<file path="src/rtl/window5_median_mean_filter_macros.svh">
`ifndef WINDOW5_MEDIAN_MEAN_FILTER_MACROS_SVH
`define WINDOW5_MEDIAN_MEAN_FILTER_MACROS_SVH

// same-cycle implication, sampled on i_clk, off during reset
`define WMMF_ASSERT_NOW(lbl, ante, cons, msg) \
    lbl: assert property (@(posedge i_clk) disable iff (!i_rst_n) (ante) |-> (cons)) \
        else $error(msg);

// next-cycle implication, sampled on i_clk, off during reset
`define WMMF_ASSERT_NEXT(lbl, ante, cons, msg) \
    lbl: assert property (@(posedge i_clk) disable iff (!i_rst_n) (ante) |=> (cons)) \
        else $error(msg);

`endif

</file>
<file path="src/rtl/wmmf_pkg.sv">
package wmmf_pkg;

    localparam int SAMPLE_W = 16;

    typedef logic signed [SAMPLE_W-1:0] t_sample;

    typedef struct packed {
        t_sample sample;
        logic    last;
    } t_in_item;

    typedef struct packed {
        t_sample filtered;
        logic    final_res;
    } t_out_item;

    typedef struct packed {
        logic valid;
        logic last;
    } t_stage_ctl;

    localparam logic MODE_MEDIAN = 1'b0;
    localparam logic MODE_MEAN   = 1'b1;

endpackage

</file>
<file path="src/rtl/wmmf_window.sv">
`include "window5_median_mean_filter_macros.svh"

module wmmf_window #(
    parameter int WINDOW = 5
) (
    input  logic                                 i_clk,
    input  logic                                 i_rst_n,
    input  logic                                 i_en,
    input  logic                                 i_load,
    input  wmmf_pkg::t_in_item                   i_in,
    output wmmf_pkg::t_stage_ctl                 o_ctl,
    output wmmf_pkg::t_sample [WINDOW-1:0]       o_win
);

    localparam int HIST_D = WINDOW - 1;
    localparam int CNT_W  = $clog2(WINDOW);

    wmmf_pkg::t_sample               r_hist [HIST_D];
    logic [CNT_W-1:0]                r_count;
    logic                            full;
    logic                            r_valid;
    logic                            r_last;
    wmmf_pkg::t_sample [WINDOW-1:0]  r_win;

    assign full = (r_count == CNT_W'(HIST_D));

    // history of previous samples, oldest at index 0
    always_ff @(posedge i_clk) begin
        if (i_load && !i_in.last) begin
            if (full) begin
                for (int j = 0; j < HIST_D - 1; j++) begin
                    r_hist[j] <= r_hist[j+1];
                end
                r_hist[HIST_D-1] <= i_in.sample;
            end else begin
                for (int j = 0; j < HIST_D; j++) begin
                    if (CNT_W'(j) == r_count) begin
                        r_hist[j] <= i_in.sample;
                    end
                end
            end
        end
    end

    always_ff @(posedge i_clk) begin
        if (!i_rst_n) begin
            r_count <= '0;
        end else if (i_load) begin
            if (i_in.last) begin
                r_count <= '0;
            end else if (!full) begin
                r_count <= r_count + CNT_W'(1);
            end
        end
    end

    always_ff @(posedge i_clk) begin
        if (!i_rst_n) begin
            r_valid <= 1'b0;
        end else if (i_en) begin
            r_valid <= i_load && full;
        end
    end

    always_ff @(posedge i_clk) begin
        if (i_en) begin
            r_last <= i_in.last;
            for (int j = 0; j < HIST_D; j++) begin
                r_win[j] <= r_hist[j];
            end
            r_win[WINDOW-1] <= i_in.sample;
        end
    end

    assign o_ctl = '{valid: r_valid, last: r_last};
    assign o_win = r_win;

    `WMMF_ASSERT_NOW(a_count_range, 1'b1, r_count <= CNT_W'(HIST_D), "history count overflow")
    `WMMF_ASSERT_NEXT(a_last_clears, i_load && i_in.last, r_count == '0, "count not cleared")
    `WMMF_ASSERT_NEXT(a_short_no_window, i_en && !(i_load && full), !r_valid,
        "window issued before history full")

endmodule

</file>
<file path="src/rtl/wmmf_stats.sv">
module wmmf_stats #(
    parameter int WINDOW = 5
) (
    input  logic                                    i_clk,
    input  logic                                    i_rst_n,
    input  logic                                    i_en,
    input  wmmf_pkg::t_stage_ctl                    i_ctl,
    input  wmmf_pkg::t_sample [WINDOW-1:0]          i_win,
    output wmmf_pkg::t_stage_ctl                    o_ctl,
    output wmmf_pkg::t_sample                       o_median,
    output logic [wmmf_pkg::SAMPLE_W+$clog2(WINDOW)-1:0] o_abs_sum,
    output logic                                    o_sum_neg
);

    localparam int SUM_W = wmmf_pkg::SAMPLE_W + $clog2(WINDOW);
    localparam int RNK_W = $clog2(WINDOW + 1);
    localparam logic [RNK_W-1:0] HALF = RNK_W'(WINDOW / 2);

    logic [RNK_W-1:0]         n_lt [WINDOW];
    logic [RNK_W-1:0]         n_gt [WINDOW];
    logic [WINDOW-1:0]        is_mid;
    wmmf_pkg::t_sample        median;
    logic signed [SUM_W-1:0]  sum;
    logic                     r_valid;
    logic                     r_last;
    wmmf_pkg::t_sample        r_median;
    logic [SUM_W-1:0]         r_abs_sum;
    logic                     r_sum_neg;

    // rank of every entry against the whole window
    always_comb begin
        for (int i = 0; i < WINDOW; i++) begin
            n_lt[i] = '0;
            n_gt[i] = '0;
            for (int j = 0; j < WINDOW; j++) begin
                if ($signed(i_win[j]) < $signed(i_win[i])) begin
                    n_lt[i] = n_lt[i] + RNK_W'(1);
                end
                if ($signed(i_win[j]) > $signed(i_win[i])) begin
                    n_gt[i] = n_gt[i] + RNK_W'(1);
                end
            end
            is_mid[i] = (n_lt[i] <= HALF) && (n_gt[i] <= HALF);
        end
    end

    // oldest qualifying entry wins
    always_comb begin
        median = i_win[0];
        for (int i = WINDOW - 1; i >= 0; i--) begin
            if (is_mid[i]) begin
                median = i_win[i];
            end
        end
    end

    always_comb begin
        sum = '0;
        for (int i = 0; i < WINDOW; i++) begin
            sum = sum + SUM_W'($signed(i_win[i]));
        end
    end

    always_ff @(posedge i_clk) begin
        if (!i_rst_n) begin
            r_valid <= 1'b0;
        end else if (i_en) begin
            r_valid <= i_ctl.valid;
        end
    end

    always_ff @(posedge i_clk) begin
        if (i_en) begin
            r_last    <= i_ctl.last;
            r_median  <= median;
            r_sum_neg <= sum[SUM_W-1];
            r_abs_sum <= sum[SUM_W-1] ? SUM_W'(-sum) : SUM_W'(sum);
        end
    end

    assign o_ctl     = '{valid: r_valid, last: r_last};
    assign o_median  = r_median;
    assign o_abs_sum = r_abs_sum;
    assign o_sum_neg = r_sum_neg;

endmodule

</file>
<file path="src/rtl/wmmf_divsel.sv">
module wmmf_divsel #(
    parameter int WINDOW = 5
) (
    input  logic                                    i_clk,
    input  logic                                    i_rst_n,
    input  logic                                    i_en,
    input  logic                                    i_mode,
    input  wmmf_pkg::t_stage_ctl                    i_ctl,
    input  wmmf_pkg::t_sample                       i_median,
    input  logic [wmmf_pkg::SAMPLE_W+$clog2(WINDOW)-1:0] i_abs_sum,
    input  logic                                    i_sum_neg,
    output logic                                    o_valid,
    output wmmf_pkg::t_out_item                     o_item
);

    localparam int SUM_W     = wmmf_pkg::SAMPLE_W + $clog2(WINDOW);
    localparam int DIV_SHIFT = SUM_W + $clog2(WINDOW);
    localparam int MULT_W    = SUM_W + 1;
    localparam int PROD_W    = SUM_W + MULT_W;
    localparam longint unsigned MULT_FULL =
        ((64'd1 << DIV_SHIFT) + 64'(WINDOW - 1)) / 64'(WINDOW);
    localparam logic [MULT_W-1:0] MULT = MULT_W'(MULT_FULL);

    logic [PROD_W-1:0]             prod;
    logic [wmmf_pkg::SAMPLE_W-1:0] quot;
    wmmf_pkg::t_sample             mean;
    logic                          r_valid;
    wmmf_pkg::t_out_item           r_item;

    // exact floor(abs / WINDOW) by reciprocal multiply
    assign prod = PROD_W'(i_abs_sum) * PROD_W'(MULT);
    assign quot = prod[DIV_SHIFT +: wmmf_pkg::SAMPLE_W];
    assign mean = i_sum_neg ? wmmf_pkg::t_sample'(-quot) : wmmf_pkg::t_sample'(quot);

    always_ff @(posedge i_clk) begin
        if (!i_rst_n) begin
            r_valid <= 1'b0;
        end else if (i_en) begin
            r_valid <= i_ctl.valid;
        end
    end

    always_ff @(posedge i_clk) begin
        if (i_en) begin
            r_item.filtered  <= (i_mode == wmmf_pkg::MODE_MEAN) ? mean : i_median;
            r_item.final_res <= i_ctl.last;
        end
    end

    assign o_valid = r_valid;
    assign o_item  = r_item;

endmodule

</file>
<file path="src/rtl/window5_median_mean_filter.sv">
// window5_median_mean_filter
// streaming median / mean filter over a sliding window of WINDOW samples
// input channel: i_in_valid / o_in_stall carry one signed Q8.8 sample and a
//   last flag; a transaction completes when valid is high and stall is low
// output channel: o_out_valid / i_out_stall carry the filtered value and a
//   final_res flag marking the last result of a stream
// config channel: i_cfg_valid / o_cfg_ready write filter_mode (0 median,
//   1 mean); ready is always high, write only while the filter is idle
// the first WINDOW-1 samples of a stream only fill the history; each later
//   sample gives one result for the window centred WINDOW/2 samples back
// a sample flagged last restarts the history for the next stream
// a result reaches o_out_valid through the window register at the input edge,
//   the rank/sum register and the divide/select output register
// throughput: one sample per cycle when not stalled, the reciprocal multiply for the mean
//   and the parallel rank compare each fit in one stage
// when i_out_stall is high a valid output holds and stall backs up the pipeline;
//   o_in_stall rises only when all three stages hold results
// reset (i_rst_n low, synchronous) empties the pipeline, clears the history
//   count and selects median mode
module window5_median_mean_filter #(
    parameter int WINDOW = 5
) (
    input  logic                 i_clk,
    input  logic                 i_rst_n,
    input  logic                 i_in_valid,
    output logic                 o_in_stall,
    input  wmmf_pkg::t_in_item   i_in_data,
    output logic                 o_out_valid,
    input  logic                 i_out_stall,
    output wmmf_pkg::t_out_item  o_out_data,
    input  logic                 i_cfg_valid,
    output logic                 o_cfg_ready,
    input  logic                 i_cfg_data
);

    localparam int SUM_W = wmmf_pkg::SAMPLE_W + $clog2(WINDOW);

    logic                            r_filter_mode;
    logic                            en_win;
    logic                            en_stats;
    logic                            en_out;
    logic                            load;
    wmmf_pkg::t_stage_ctl            win_ctl;
    wmmf_pkg::t_sample [WINDOW-1:0]  win;
    wmmf_pkg::t_stage_ctl            stats_ctl;
    wmmf_pkg::t_sample               median;
    logic [SUM_W-1:0]                abs_sum;
    logic                            sum_neg;

    assign en_out     = !o_out_valid || !i_out_stall;
    assign en_stats   = !stats_ctl.valid || en_out;
    assign en_win     = !win_ctl.valid || en_stats;
    assign o_in_stall = !en_win;
    assign load       = i_in_valid && en_win;

    assign o_cfg_ready = 1'b1;

    always_ff @(posedge i_clk) begin
        if (!i_rst_n) begin
            r_filter_mode <= wmmf_pkg::MODE_MEDIAN;
        end else if (i_cfg_valid) begin
            r_filter_mode <= i_cfg_data;
        end
    end

    wmmf_window #(.WINDOW(WINDOW)) u_window (
        .i_clk   (i_clk),
        .i_rst_n (i_rst_n),
        .i_en    (en_win),
        .i_load  (load),
        .i_in    (i_in_data),
        .o_ctl   (win_ctl),
        .o_win   (win)
    );

    wmmf_stats #(.WINDOW(WINDOW)) u_stats (
        .i_clk     (i_clk),
        .i_rst_n   (i_rst_n),
        .i_en      (en_stats),
        .i_ctl     (win_ctl),
        .i_win     (win),
        .o_ctl     (stats_ctl),
        .o_median  (median),
        .o_abs_sum (abs_sum),
        .o_sum_neg (sum_neg)
    );

    wmmf_divsel #(.WINDOW(WINDOW)) u_divsel (
        .i_clk     (i_clk),
        .i_rst_n   (i_rst_n),
        .i_en      (en_out),
        .i_mode    (r_filter_mode),
        .i_ctl     (stats_ctl),
        .i_median  (median),
        .i_abs_sum (abs_sum),
        .i_sum_neg (sum_neg),
        .o_valid   (o_out_valid),
        .o_item    (o_out_data)
    );

endmodule
</file>
<file path="config.mk">
export PLATFORM = sky130hd
export DESIGN_NAME = window5_median_mean_filter
export DESIGN_NICKNAME = d
export VERILOG_FILES = /design/src/rtl/wmmf_pkg.sv /design/src/rtl/wmmf_window.sv /design/src/rtl/wmmf_stats.sv /design/src/rtl/wmmf_divsel.sv /design/src/rtl/window5_median_mean_filter.sv
export VERILOG_INCLUDE_DIRS = /design/src /design/src/rtl
export SDC_FILE = /design/constraint.sdc
export NUM_CORES = 1
export LEC_CHECK = 0
export BUFFER_PORTS_ARGS = -buffer_cell sky130_fd_sc_hd__buf_4
export CAP_MARGIN = 20
export CORE_MARGIN = 2
export CORE_UTILIZATION = 45
export DETAILED_ROUTE_END_ITERATION = 10
export HOLD_SLACK_MARGIN = 0.12
export SYNTH_ARGS = -nofsm -noshare
export SYNTH_HDL_FRONTEND = slang
export SYNTH_SLANG_ARGS = --single-unit
</file>
<file path="constraint.sdc">
create_clock -name i_clk -period 7.7 [get_ports i_clk]
set_input_delay 0 -clock i_clk [delete_from_list [all_inputs] [get_ports i_clk]]
set_output_delay 0 -clock i_clk [all_outputs]
set_load 0.02 [all_outputs]
</file>
; Word level (Yosys, flattened, before mapping)
; Memory sizes are Yosys's and may differ from the RTL's. A register that Yosys moved wholly into a read port is not among the register bits.
; Index checks and enable logic that the tools add are counted.
[totals]
n_memories = 1
word_cells = 237
regBits = 126
mem_bits_rw = 64
[classes]
n_lt_le_gt_ge = 60
bitwise_logic = 4
reduce_logical = 19
mux = 83
multipliers = 1
add_sub_neg = 47
eq_ne = 5
[mem_list]
columns = memory, depth, width, read_ports, rd_clocked_by_memory_dff, wr, line_no
row1 = u_window.r_hist, 4, 16, 4, 1, 4, wmmf_window.sv:18  ; wmmf_pkg::t_sample r_hist [HIST_D];
[op_table]
columns = operator, count
row1 = 16-bit > comparator, 25
row2 = 16-bit < comparator, 25
row3 = 16-bit two-way mux, 11
row4 = 3-bit two-way mux, 42
row5 = 3-bit by 1-bit adder with 3-bit output (second input constant), 31
row6 = 19-bit by 16-bit adder with 19-bit output, 2
row7 = 19-bit by 20-bit multiplier with 38-bit output (second input constant), 1
row8 = 3-bit by 2-bit less-or-equal comparator with 1-bit output (second input constant), 10
row9 = 1-bit two-way mux, 29
row10 = 1-bit by 1-bit adder with 2-bit output (second input constant), 10
row11 = 19-bit negator, 1
row12 = 17-bit by 16-bit adder with 18-bit output, 1
row13 = 18-bit two-way mux, 1
row14 = 16-bit by 16-bit adder with 17-bit output, 1
row15 = 16-bit negator, 1
row16 = 1-bit logical AND, 8
row17 = 2-bit by 3-bit equality test with 1-bit output (first input constant), 2
row18 = 1-bit zero test, 6
row19 = 1-bit OR, 4
row20 = 1-bit by 3-bit equality test with 1-bit output (first input constant), 1
row21 = 3-bit equality test (second input constant), 1
row22 = 3-bit zero test, 1
row23 = 1-bit logical OR, 3
row24 = 2-bit != test (second input constant), 1
row25 = 2-bit AND reduction, 1

; Longest topological paths before layout
[logic_depth]
word_depth = 17
depth_mapped = 28
depth_no_buf = 26

; By module
; From an unflattened synthesis, not the netlist that was laid out.
[hier_totals]
cells_unflattened = 2234
hier_area_um2 = 22273.9
[modules_own_cells]
columns = mod, cells_each, seq_area_each_um2, instances, area_each_um2
row1 = wmmf_stats, 1197, 1131.1, 1, 9838.2
row2 = wmmf_divsel, 786, 530.5, 1, 6972.9
row3 = wmmf_window, 241, 4434.3, 1, 5383.9
row4 = window5_median_mean_filter, 10, 20.0, 1, 78.8

; Least setup slack after synthesis
; Ideal clock, no wire load.
[synth_timing]
kind = register to register
start = reg u_stats.r_abs_sum[8], in the netlist u_stats.o_abs_sum[8]
end = reg u_divsel.r_item, in the netlist u_divsel.o_item[5] (data pin)
path_buffers = 0
t_arrival_ps = 6340
path_slack_ps = 1101
path_stages_with_launch = 24
setup_time_ps = 260
cell_sequence = edfxtp_1 inv_1 ha_1 fa_1 fa_1 fa_1 inv_1 fa_1 inv_1 fa_1 inv_1 ha_1 nand2_1 or3_1 o211a_1 o21ai_0 nor2b_1 ha_1 nand2_1 or3_1 and4b_1 a211oi_1 xnor2_1 mux2_2
[synth_between]
elab_chain_cells = 4
[synth_rtl]
columns = element, line_no
row1 = start: declaration, wmmf_stats.sv:27  ; logic [SUM_W-1:0] r_abs_sum;
row2 = start signal: assignment, wmmf_stats.sv:77  ; r_abs_sum <= sum[SUM_W-1] ? SUM_W'(-sum) : SUM_W'(sum);
row3 = 19-bit by 20-bit multiplier with 38-bit output (*), wmmf_divsel.sv:31  ; assign prod = PROD_W'(i_abs_sum) * PROD_W'(MULT);
row4 = 16-bit negator, wmmf_divsel.sv:33  ; assign mean = i_sum_neg ? wmmf_pkg::t_sample'(-quot) : wmmf_pkg::t_sample'(quot);
row5 = 16-bit two-way mux (*), wmmf_divsel.sv:33
row6 = 16-bit two-way mux (*), wmmf_divsel.sv:45  ; r_item.filtered <= (i_mode == wmmf_pkg::MODE_MEAN) ? mean : i_median;
row7 = end: declaration, wmmf_divsel.sv:28  ; wmmf_pkg::t_out_item r_item;
; Mark *: on every way between the ends. The rest lies on a longest branch, timed or not.
; A chain may end at the register's enable or synchronous reset.

; Worst setup path in the final report
[layout_timing]
start = reg u_stats.r_abs_sum[4], in the netlist u_stats.o_abs_sum[4]
end = reg u_divsel.r_item, in the netlist u_divsel.o_item[5] (data pin)
; Same word-level chain as after synthesis.

==> key figures <==
Status
  • Outcome: finished, final reports clean

Floorplanning
  • I/O pin count: 43
  • Vert. Die Dim: 224 um
  • Core ar.: 47,600 sq um
  • Die area: 50,000 sq um
  • Initial Utilization: 45.6%
  • DIE WIDTH: 224 um
  • FP Rows: 80

Synth
  • Mean Syn Cell Area: 10.3 sq um
  • EDFF count, synth: 199
  • Register area share after synthesis: 28.2%
  • Yosys warns: 0
  • Synth cell types: 85
  • Main synth FF type: edfxtp_1
  • Synth async-reset ratio: 0%
  • #FFs+latches synth: 206
  • Mapped Nets: 2,640
  • Netlist Area Pre-Place: 21,700 sq um
  • Post-Synthesis Cells: 2,118

Placed design
  • GP Congestion: 0.972
  • I/O Buffers: 41
  • DPL Wire Length: 49,000 um

Detailed routing
  • Drt drc: 0
  • DRT Wirelength: 58,100 um
  • Vias per cell: 5.67
  • DRT Pass-1 Iters: 5
  • Antenna-violating nets left: 0
  • Routed vias: 16,000
  • Routed wire length per instance: 20.6 um
  • DRT iter0 DRCs: 997

Clock network
  • TritonCTS clock tree: yes
  • Root Driver: clkbuf_16
  • Clk_lat worst skew: 540 ps
  • Sink Count: 206
  • Clock Path Buffers: 3
  • # resized after CTS: 0
  • H-tree level count: 1
  • Clock-pin slew on the worst setup and hold paths: 60 ps
  • TritonCTS buffer count: 23

Worst setup path
  • Worst setup EP type: flop
  • Startpoint types: flop
  • CP Data Arrival Time: 7390 ps
  • CP max stage cell: fa_1
  • Data required, critical path: 7980 ps
  • CP max stage delay: 610 ps
  • CP dominant cell by count: fa_1
  • CP Class: reg2reg
  • Worst-path cell chain: ha_1 -> inv_1 -> fa_1 -> fa_1 -> fa_1 -> inv_1 -> fa_1 -> inv_1 -> fa_1 -> inv_1 -> ha_1 -> nand2_1 -> or3_1 -> o211a_1 -> o21ai_0 -> nor2b_1 -> ha_1 -> nand2_1 -> or3_1 -> and4b_1 -> a211oi_1 -> xnor2_1 -> mux2_2
  • Maximum fanout along the worst path: 5

Min path
  • Tightest Hold Check Type: in2reg

STA
  • Unrepaired setup endpoints after global routing: false
  • Layout Skew: 18.4 ps
  • Worst Tran Pin Value: 1060 ps
  • Final Hold Vio Count: 0
  • Relative slew slack: 29.5%
  • Minimum period implied by the final worst setup slack: 7110 ps
  • Fmax: 141 MHz
  • Setup_tns: 0 ps
  • Final period util: 92.4%
  • Final Max Slew Viols: 0
  • Endpoints failing setup: 0

Layout
  • Fill count: 4,307
  • Multi-input gate area: 14,100 sq um
  • Highest-count cells in the layout ignoring fill and taps: 364 x ha_1, 359 x inv_1, 199 x edfxtp_1, 135 x fa_1, 101 x a21oi_1
  • Share of layout cells above drive strength 1: 8.61%
  • N_diodes: 0
  • Register area: 6120 sq um
  • Commonest non-fill, non-tap cell in the layout: ha_1
  • Fin nets: 2,714
  • Synth-to-Final Area Change: 9.43%

Global route
  • GRT Total Usage: 23.5%
  • Vias in the first global route: 16,600
  • Largest net degree at the start of global routing: 76
  • First-pass GRT wire length: 91,500 um
  • Grt ovf: 0
  • Initial antenna violation count: 1

Run
  • # Max-Cap Violations: 0
==> cell type report <==
type                       instances  share of cell area (%)
tap                              615                    3.24
multi-input combinational       1514                    59.3
inverter                         360                    5.68
clock buffer                      26                    2.47
timing repair buffer              87                    3.11
clock inverter                    15                   0.511
sequential                       206                    25.7
==> worst max-delay path, delay by kind of cell, from the launching register on <==
kind	cells	cell delay, ps
mux	1	260
xor+xnor	1	100
flops	1	490
buf+inv	4	210
fa+ha+maj	8	3560
simple gates	6	1530
compound gates	3	710
==> per-layer routing <==
metal | track usage, % | vias to the layer above | routed length, um
li1 | - | 7696 | -
met1 | 29.3 | 7833 | 24400
met2 | 41.9 | 394 | 28800
met3 | 1.94 | 90 | 2350
met4 | 9.85 | 0 | 2640
met5 | 0 | - | 0
==> metrics by stage <==
stage / instances / area [sq um] / worst slack, ps / utilization [%] / hold slack, ps
floorplan: 2118 / 21700 / 1100 / - / 98.9
global placement: 2756 / 22800 / 559 / 47.8 / 215
detailed placement: 2756 / 22800 / 489 / 47.8 / 215
CTS: 2821 / 23700 / 448 / 49.8 / 206
global route: 2823 / 23800 / 97.8 / 49.9 / 220
finish: 2823 / 23800 / 588 / 49.9 / 228
==> repair_timing <==
action,in CTS,in global routing
setup buffers,0,0
hold buffers,24,0
endpoints found under the setup margin,0,0
endpoints found under the hold margin,89,0
==> cell usage after synthesis, types with 11 or more instances <==
| cell type | count | share of area [%] |
|---|---|---|
| a211oi_1 | 20 | 0.69 |
| a21boi_0 | 21 | 0.73 |
| a21o_1 | 31 | 1.1 |
| a21oi_1 | 101 | 2.3 |
| a31oi_1 | 14 | 0.40 |
| and3_1 | 24 | 0.69 |
| clkbuf_1 | 27 | 0.47 |
| edfxtp_1 | 199 | 28 |
| fa_1 | 135 | 12 |
| ha_1 | 364 | 21 |
| inv_1 | 359 | 6.2 |
| mux2_2 | 57 | 3.0 |
| nand2_1 | 91 | 1.6 |
| nand2b_1 | 19 | 0.55 |
| nand3_1 | 45 | 1.0 |
| nand3b_1 | 13 | 0.45 |
| nand4_1 | 31 | 0.89 |
| nor2_1 | 73 | 1.3 |
| nor2b_1 | 30 | 0.86 |
| nor3_1 | 24 | 0.55 |
| o211ai_1 | 11 | 0.38 |
| o21a_1 | 28 | 0.97 |
| o21ai_0 | 76 | 1.8 |
| o22a_1 | 17 | 0.69 |
| o22ai_1 | 13 | 0.37 |
| o311a_1 | 18 | 0.83 |
| o31ai_1 | 14 | 0.48 |
| or3_1 | 16 | 0.46 |
| xnor2_1 | 63 | 2.5 |
| xor2_1 | 23 | 0.93 |
==> final timing paths <==
| check | from | end | slack (ps) | cells past startpoint |
|---|---|---|---|---|
| max | u_stats.o_abs_sum[4]$_DFFE_PP_ | u_divsel.o_item[5]$_DFFE_PP_ | 590 | 23 |
| min | i_in_data[9] | u_window.r_hist[3][8]$_DFFE_PP_ | 230 | 2 |
| min reg2reg | u_window.r_hist[0][6]$_DFFE_PP_ | u_window.o_win[6]$_DFFE_PN_ | 420 | 0 |
| max reg2reg | u_stats.o_abs_sum[4]$_DFFE_PP_ | u_divsel.o_item[5]$_DFFE_PP_ | 590 | 23 |
==> registers in the layout, indices dropped and copies added, names as in the netlist, 3 cells and up <==
| register | count |
|---|---|
| u_window.o_win | 80 |
| u_window.r_hist | 64 |
| u_stats.o_abs_sum | 19 |
| u_divsel.o_item | 17 |
| u_stats.o_median | 16 |
| u_window.r_count | 3 |
==> kinds of logic after synthesis <==
family                     count (synthesis)  synth area share [%]
adders and majority gates                499                  33.4
and+or+nand+nor                          429                  10.6
AOI/OAI and AO/OA                        423                  13.3
buffers and inverters                    398                  7.07
DFF                                      206                  28.2
xor gates and xnor gates                  86                  3.47
muxes                                     76                  4.04
other                                      1                0.0173
Power is not shown: default switching activity piles up to over one toggle a cycle in this logic, so the estimate is an artifact.
